File: config.mk
export PLATFORM = sky130hd
export DESIGN_NAME = ultrasonic_echo_ranger
export DESIGN_NICKNAME = d
export VERILOG_FILES = /design/src/hw/rtl/uer_pkg.sv /design/src/hw/rtl/uer_cfg.sv /design/src/hw/rtl/uer_ctrl.sv /design/src/hw/rtl/ultrasonic_echo_ranger.sv
export SDC_FILE = /design/constraint.sdc
export NUM_CORES = 1
export LEC_CHECK = 0
export ABC_AREA = 1
export BUFFER_PORTS_ARGS = -buffer_cell sky130_fd_sc_hd__buf_4
export CAP_MARGIN = 0
export CORE_UTILIZATION = 30
export DETAILED_ROUTE_END_ITERATION = 7
export PLACE_DENSITY_LB_ADDON = 0.15
export SYNTH_ARGS = -nofsm -noshare
export SYNTH_HDL_FRONTEND = slang
export SYNTH_SLANG_ARGS = --single-unit
File: constraint.sdc
create_clock -name clk -period 8.4 [get_ports clk]
set_clock_uncertainty 0.2 [all_clocks]
set_input_delay 1.26 -clock clk [delete_from_list [all_inputs] [get_ports clk]]
set_output_delay 1.26 -clock clk [all_outputs]
set_load 0.02 [all_outputs]
File: src/hw/rtl/uer_pkg.sv
`timescale 1ns / 1ps

package uer_pkg;

	localparam int unsigned CPU_W   = 8;
	localparam int unsigned WAIT_W  = 20;
	localparam int unsigned CAP_W   = 16;
	localparam int unsigned DIST_W  = 13;
	localparam int unsigned IDX_W   = 2;
	localparam int unsigned WDATA_W = 20;

	localparam logic [IDX_W-1:0] REG_CLOCKS_PER_US   = 2'd0;
	localparam logic [IDX_W-1:0] REG_ECHO_WAIT_LIMIT = 2'd1;
	localparam logic [IDX_W-1:0] REG_ECHO_COUNT_CAP  = 2'd2;
	localparam logic [IDX_W-1:0] REG_NEAR_LIMIT      = 2'd3;

	localparam logic [CPU_W-1:0]  CLOCKS_PER_US_RST   = 8'd120;
	localparam logic [WAIT_W-1:0] ECHO_WAIT_LIMIT_RST = 20'd100000;
	localparam logic [CAP_W-1:0]  ECHO_COUNT_CAP_RST  = 16'd40000;
	localparam logic [DIST_W-1:0] NEAR_LIMIT_RST      = 13'd30;

	localparam logic [WAIT_W-1:0] TRIG_LOW_TICKS  = 20'd2;
	localparam logic [WAIT_W-1:0] TRIG_HIGH_TICKS = 20'd10;
	localparam logic [WAIT_W-1:0] WAIT_SAT        = 20'hFFFFF;
	localparam logic [DIST_W-1:0] FAR_CODE        = 13'd999;

	typedef struct packed {
		logic [CPU_W-1:0]  clocks_per_us;
		logic [WAIT_W-1:0] echo_wait_limit;
		logic [CAP_W-1:0]  echo_count_cap;
		logic [DIST_W-1:0] near_limit;
	} cfg_t;

	typedef struct packed {
		logic              no_echo;
		logic              near;
		logic [DIST_W-1:0] distance;
		logic              done_res;
		logic              busy_res;
		logic              trigger;
	} res_t;

	// Divide by ten as a multiply by the scaled reciprocal; exact for all 16-bit inputs.
	function automatic logic [DIST_W-1:0] div10(input logic [CAP_W-1:0] x);
		logic [31:0] p;
		p = 32'(x) * 32'd52429;
		return p[31:19];
	endfunction

endpackage

File: src/hw/rtl/uer_cfg.sv
`timescale 1ns / 1ps

module uer_cfg (
	input  logic                        clk,
	input  logic                        arst_n,
	input  logic                        wr_en,
	input  logic [uer_pkg::IDX_W-1:0]   wr_index,
	input  logic [uer_pkg::WDATA_W-1:0] wr_data,
	output uer_pkg::cfg_t               cfg
);

	uer_pkg::cfg_t cfg_q;

	always_ff @(posedge clk or negedge arst_n) begin
		if (!arst_n) begin
			cfg_q.clocks_per_us   <= uer_pkg::CLOCKS_PER_US_RST;
			cfg_q.echo_wait_limit <= uer_pkg::ECHO_WAIT_LIMIT_RST;
			cfg_q.echo_count_cap  <= uer_pkg::ECHO_COUNT_CAP_RST;
			cfg_q.near_limit      <= uer_pkg::NEAR_LIMIT_RST;
		end else if (wr_en) begin
			case (wr_index)
				uer_pkg::REG_CLOCKS_PER_US: begin
					cfg_q.clocks_per_us <= wr_data[uer_pkg::CPU_W-1:0];
				end
				uer_pkg::REG_ECHO_WAIT_LIMIT: begin
					cfg_q.echo_wait_limit <= wr_data[uer_pkg::WAIT_W-1:0];
				end
				uer_pkg::REG_ECHO_COUNT_CAP: begin
					cfg_q.echo_count_cap <= wr_data[uer_pkg::CAP_W-1:0];
				end
				uer_pkg::REG_NEAR_LIMIT: begin
					cfg_q.near_limit <= wr_data[uer_pkg::DIST_W-1:0];
				end
				default: begin
				end
			endcase
		end
	end

	assign cfg = cfg_q;

endmodule

File: src/hw/rtl/uer_ctrl.sv
`timescale 1ns / 1ps

module uer_ctrl (
	input  logic          clk,
	input  logic          arst_n,
	input  logic          adv,
	input  logic          start_req,
	input  logic          echo,
	input  uer_pkg::cfg_t cfg,
	output uer_pkg::res_t res
);

	typedef enum logic [2:0] {
		PH_IDLE      = 3'd0,
		PH_TRIG_LOW  = 3'd1,
		PH_TRIG_HIGH = 3'd2,
		PH_WAIT      = 3'd3,
		PH_MEASURE   = 3'd4
	} phase_t;

	phase_t                        phase_q, phase_d;
	logic [uer_pkg::CPU_W-1:0]     prescale_q, prescale_d;
	logic [uer_pkg::WAIT_W-1:0]    phase_ticks_q, phase_ticks_d;
	logic [uer_pkg::CAP_W-1:0]     echo_ticks_q, echo_ticks_d;
	logic [uer_pkg::DIST_W-1:0]    last_dist_q, last_dist_d;
	logic                          last_near_q, last_near_d;
	logic                          last_no_echo_q, last_no_echo_d;
	logic [uer_pkg::CPU_W-1:0]     div;
	logic [uer_pkg::CPU_W:0]       pre_inc;
	logic [uer_pkg::WAIT_W-1:0]    ticks_inc;
	logic [uer_pkg::DIST_W-1:0]    latch_dist;
	logic                          tick;
	logic                          done;
	logic                          do_latch;

	always_comb begin
		div        = (cfg.clocks_per_us == '0) ? uer_pkg::CPU_W'(1) : cfg.clocks_per_us;
		pre_inc    = {1'b0, prescale_q} + 9'd1;
		tick       = 1'b0;
		done       = 1'b0;
		do_latch   = 1'b0;
		latch_dist = '0;
		prescale_d     = prescale_q;
		phase_d        = phase_q;
		phase_ticks_d  = phase_ticks_q;
		echo_ticks_d   = echo_ticks_q;
		last_dist_d    = last_dist_q;
		last_near_d    = last_near_q;
		last_no_echo_d = last_no_echo_q;
		ticks_inc      = phase_ticks_q + 20'd1;

		if (phase_q != PH_IDLE) begin
			if (pre_inc >= {1'b0, div}) begin
				tick       = 1'b1;
				prescale_d = '0;
			end else begin
				prescale_d = pre_inc[uer_pkg::CPU_W-1:0];
			end
		end

		case (phase_q)
			PH_TRIG_LOW: begin
				if (tick) begin
					phase_ticks_d = ticks_inc;
					if (ticks_inc >= uer_pkg::TRIG_LOW_TICKS) begin
						phase_d       = PH_TRIG_HIGH;
						phase_ticks_d = '0;
					end
				end
			end
			PH_TRIG_HIGH: begin
				if (tick) begin
					phase_ticks_d = ticks_inc;
					if (ticks_inc >= uer_pkg::TRIG_HIGH_TICKS) begin
						phase_d       = PH_WAIT;
						phase_ticks_d = '0;
					end
				end
			end
			PH_WAIT: begin
				if (echo) begin
					phase_d      = PH_MEASURE;
					echo_ticks_d = '0;
					prescale_d   = '0;
				end else if (tick) begin
					if (phase_ticks_q != uer_pkg::WAIT_SAT) begin
						phase_ticks_d = ticks_inc;
					end
					if (phase_ticks_d >= cfg.echo_wait_limit) begin
						do_latch       = 1'b1;
						latch_dist     = uer_pkg::FAR_CODE;
						last_no_echo_d = 1'b1;
					end
				end
			end
			PH_MEASURE: begin
				if (!echo || echo_ticks_q >= cfg.echo_count_cap) begin
					do_latch       = 1'b1;
					latch_dist     = uer_pkg::div10(echo_ticks_q);
					last_no_echo_d = 1'b0;
				end else if (tick) begin
					echo_ticks_d = echo_ticks_q + 16'd1;
				end
			end
			default: begin
				phase_d = PH_IDLE;
				if (start_req) begin
					phase_d       = PH_TRIG_LOW;
					phase_ticks_d = '0;
					prescale_d    = '0;
					echo_ticks_d  = '0;
				end
			end
		endcase

		if (do_latch) begin
			done          = 1'b1;
			last_dist_d   = latch_dist;
			last_near_d   = (latch_dist != '0) && (latch_dist <= cfg.near_limit);
			phase_d       = PH_IDLE;
			phase_ticks_d = '0;
			prescale_d    = '0;
		end
	end

	always_ff @(posedge clk or negedge arst_n) begin
		if (!arst_n) begin
			phase_q        <= PH_IDLE;
			prescale_q     <= '0;
			phase_ticks_q  <= '0;
			echo_ticks_q   <= '0;
			last_dist_q    <= '0;
			last_near_q    <= 1'b0;
			last_no_echo_q <= 1'b0;
		end else if (adv) begin
			phase_q        <= phase_d;
			prescale_q     <= prescale_d;
			phase_ticks_q  <= phase_ticks_d;
			echo_ticks_q   <= echo_ticks_d;
			last_dist_q    <= last_dist_d;
			last_near_q    <= last_near_d;
			last_no_echo_q <= last_no_echo_d;
		end
	end

	always_comb begin
		res.trigger  = (phase_d == PH_TRIG_HIGH);
		res.busy_res = (phase_d != PH_IDLE);
		res.done_res = done;
		res.distance = last_dist_d;
		res.near     = last_near_d;
		res.no_echo  = last_no_echo_d;
	end

endmodule

File: src/hw/rtl/ultrasonic_echo_ranger.sv
`timescale 1ns / 1ps

// Ultrasonic trigger/echo ranging controller. Each input transfer is one sample of the start
// request and the echo pin, and it yields exactly one output transfer with the trigger level,
// status and latest result as they stand after that sample; the controller advances only on
// input transfers. It takes one transfer per clock cycle, and the result of a sample sits in
// the output register from the next cycle on. The sustained rate is set by that output
// register alone: a new sample is taken whenever the register is empty or is drained in the
// same cycle. Microsecond ticks come from a prescaler of clocks_per_us samples, a start drives
// the trigger low for 2 ticks and high for 10, and the distance is the echo-high tick count
// (capped at echo_count_cap) divided by ten, or 999 with no_echo set when the echo does not rise in time.
module ultrasonic_echo_ranger (
	input  logic                        clk,
	input  logic                        arst_n,
	input  logic                        s_tvalid,
	output logic                        s_tready,
	input  logic [7:0]                  s_tdata,  // start_req, echo
	output logic                        m_tvalid,
	input  logic                        m_tready,
	output logic [23:0]                 m_tdata,  // trigger, busy_res, done_res, distance, near, no_echo
	input  logic                        wr_en,
	input  logic [uer_pkg::IDX_W-1:0]   wr_index,
	input  logic [uer_pkg::WDATA_W-1:0] wr_data
);

	uer_pkg::cfg_t cfg;
	uer_pkg::res_t res;
	uer_pkg::res_t res_q;
	logic          out_valid_q;
	logic          accept;

	assign s_tready = !out_valid_q || m_tready;
	assign accept   = s_tvalid && s_tready;

	uer_cfg u_cfg (
		.clk      (clk),
		.arst_n   (arst_n),
		.wr_en    (wr_en),
		.wr_index (wr_index),
		.wr_data  (wr_data),
		.cfg      (cfg)
	);

	uer_ctrl u_ctrl (
		.clk       (clk),
		.arst_n    (arst_n),
		.adv       (accept),
		.start_req (s_tdata[0]),
		.echo      (s_tdata[1]),
		.cfg       (cfg),
		.res       (res)
	);

	always_ff @(posedge clk or negedge arst_n) begin
		if (!arst_n) begin
			out_valid_q <= 1'b0;
		end else if (accept) begin
			out_valid_q <= 1'b1;
		end else if (m_tready) begin
			out_valid_q <= 1'b0;
		end
	end

	always_ff @(posedge clk) begin
		if (accept) begin
			res_q <= res;
		end
	end

	assign m_tvalid = out_valid_q;
	assign m_tdata  = {6'd0, res_q};

endmodule

==> flow_metrics.tcl <==
set metrics [dict create \
    first_pass_iters 5 \
    seqCellArea_um2 3570 \
    final_weighted_congestion_in_routability_driven_placement 0.889 \
    critPathArrivalTime_ns 7.19 \
    ys_ff_latch 138 \
    run_status "finished, final reports clean" \
    clock_buffer_count_from_cts 17 \
    total_global_routing_track_utilization_pct 16.9 \
    setup_buffers_after_cts 0 \
    totalPowerFinal_mw 2.37 \
    synth_area_per_cell_um2 7.65 \
    maxSlewViolCount 0 \
    grt_max_degree 62 \
    slowest_cell_delay_on_critical_path_ns 0.60 \
    number_of_diodes_added_for_antenna_fixing 0 \
    cts_hold_buffers 0 \
    yosys.area_share.adder_pct 29.1 \
    clock_tree.buffer_depth 2 \
    rsz_0062_raised_after_global_routing "no" \
    finalNetCount 2135 \
    synth.yosys.seq_area_share_pct 26.1 \
    postRouteAntennaNets 0 \
    number_of_hold_slack_violations_in_the_final_timing_report 0 \
    worstSetupStartpointType "register" \
    first_global_vias 11000 \
    static-leakage-power_nw 8.54 \
    dp_hpwl_um 30700 \
    dominant_combinational_cell_family_by_area_after_synthesis "adder cells" \
    period_minus_slack_ns 7.01 \
    fin_crit_sh_pct 83.4 \
    area_of_the_die_um2 46400 \
    synth-compound-area-share_pct 8.34 \
    yosys.area_share.simple_pct 22.0 \
    cts_resized 0 \
    final-instance-count-excl-fill 2435 \
    post-route-util_pct 34.1 \
    synthCells 1786 \
    synth.cell_area_um2 13700 \
    routed-via-count 10900 \
    placementRows 77 \
    num-fill-cells 4717 \
    max-vdd-ir-drop_uv 120 \
    design.portCount 61 \
    drv_cap 0 \
    clk-insertion-delay-late_ns 0.45 \
    postSynth.asyncResetShare_pct 87.0 \
    power_density_nw_per_um2 156 \
    highest_count_cells_in_the_layout_ignoring_fill_and_taps "433 x sky130_fd_sc_hd__nand2_1, 390 x sky130_fd_sc_hd__inv_1, 190 x sky130_fd_sc_hd__ha_1, 108 x sky130_fd_sc_hd__o21ai_0" \
    worst_path_most_repeated_cell "sky130_fd_sc_hd__nand2_1" \
    critPathMaxFanout 9 \
    synthFlopType "sky130_fd_sc_hd__dfrtp_1" \
    initial_core_util_pct 30.6 \
    port-buffer-count 48 \
    initialDrtViolationCount 554 \
    setup_viol 0 \
    crit_type "reg -> reg" \
    timing.setup.tns_ns 0 \
    wire_length_of_the_first_global_routing_pass_um 60500 \
    tritoncts "yes" \
    clock-root-buffer "sky130_fd_sc_hd__clkbuf_16" \
    multiInputGateArea_um2 8430 \
    worstPathRequired_ns 8.58 \
    mostFrequentLayoutCell "sky130_fd_sc_hd__nand2_1" \
    post_synth_num_cell_types 53 \
    clk_pin_slew_ns 0.06 \
    floorplan.die.height_um 215 \
    numPlacedInstances 2403 \
    cp-end-kind "register" \
    number_of_synthesized_flops_with_an_enable_pin 18 \
    remaining_drc_errors 0 \
    core-area_um2 44600 \
    synth_mux_area_share_pct 0 \
    yosys_warnings 0 \
    slew_headroom_pct 31.3 \
    routed_via_density 4.48 \
    cts.sinks 138 \
    worstHoldPathType "reg -> reg" \
    cts_max_level 4 \
    die-width_um 215 \
    synth_xor_xnor_area_share_pct 2.09 \
    grt_antenna_before_repair 0 \
    fmax_mhz 143 \
    area_growth_from_synthesis_to_final_layout_pct 11.2 \
    avgRoutedWirePerCell_um 15.3 \
    drt-total-wl_um 37200 \
    post_route_cells_drive_above_1_share_pct 8.30 \
    tightestPinTransition_ns 1.03 \
    worst_path_max_delay_cell "sky130_fd_sc_hd__dfrtp_1" \
    grt_overflow 0 \
]
critical path, delay by kind of cell (launching register included):
kind | cells | cell delay, ns
flops | 1 | 0.60
simple gates | 13 | 1.42
compound gates | 3 | 0.66
buf+inv | 6 | 0.32
fa+ha+maj | 8 | 3.74
cell usage after synthesis (all sizes together) (18+ instances only):
cell | instances | area, um2
nand2 | 443 | 1690
inv | 403 | 1510
ha | 190 | 2380
nor2 | 114 | 495
o21ai | 114 | 571
dfrtp | 101 | 2530
nand3 | 85 | 450
fa | 80 | 1600
a21oi | 67 | 335
xor2 | 26 | 250
nand4 | 24 | 150
nor3 | 23 | 158
clkbuf | 20 | 75.1
dfstp | 19 | 499
edfxtp | 18 | 541
layer usage:
layer	GRT usage [%]	vias up	part of all wire (%)
met3	2.37	28	2.7
met2	26.5	134	44
li1	-	5662	-
met5	0	-	0
met1	24.3	5091	52
met4	4.11	0	1.4
registers in the layout (all words and copies together), names as in the netlist:
name,cells
u_ctrl.last_no_echo_q,1
u_ctrl.phase_q,3
u_ctrl.echo_ticks_q,16
m_tdata,18
u_ctrl.phase_ticks_q,20
u_ctrl.last_near_q,1
u_ctrl.prescale_q,8
u_cfg.cfg,57
m_tvalid,1
u_ctrl.last_dist_q,13
final cells by class:
class                           instances  share of cell area [%]
Timing Repair Buffer                   51                    2.52
Clock buffer                           21                    3.10
Tap cell                              592                    4.88
Inverter                              406                    10.0
Sequential cell                       138                    23.5
Multi-Input combinational cell       1216                    55.5
Clock inverter                         11                   0.478
where the power goes:
part           switching (mW)  internal [mW]  total (mW)
combinational           0.525          0.275       0.800
clock                   0.305          0.398       0.702
sequential             0.0683          0.801       0.870
total                   0.898           1.47        2.37
logic make-up after synthesis:
| group | count (synthesis) |
|---|---|
| AOI/OAI and AO/OA | 212 |
| xor gates and xnor gates | 30 |
| adders and majority gates | 270 |
| buffers and inverters | 437 |
| DFF | 138 |
| other | 1 |
| and+or+nand+nor | 698 |
final timing paths:
check                      cells after the start                 endpoint                    from  slack (ns)
min in group asynchronous                      1  u_ctrl.phase_ticks_q[9]                  arst_n        0.72
max                                           30       u_ctrl.last_near_q  u_ctrl.echo_ticks_q[4]        1.39
max reg2reg                                   30       u_ctrl.last_near_q  u_ctrl.echo_ticks_q[4]        1.39
min reg2reg                                    2    u_ctrl.last_dist_q[6]   u_ctrl.last_dist_q[6]        0.28
max in group asynchronous                      2            u_cfg.cfg[37]                  arst_n        5.95
min                                            2    u_ctrl.last_dist_q[6]   u_ctrl.last_dist_q[6]        0.28
per-stage QoR:
stage          instance area (um2)  setup slack (ns)  hold WS (ns)
5_1_grt                      15200             0.888         0.302
4_1_cts                      15200              1.39         0.286
2_1_floorplan                13700              2.28         0.249
3_5_place_dp                 14700              1.43         0.270
6_report                     15200              1.39         0.282
3_3_place_gp                 14700              1.40         0.264
(Power assumes the default switching activity.)
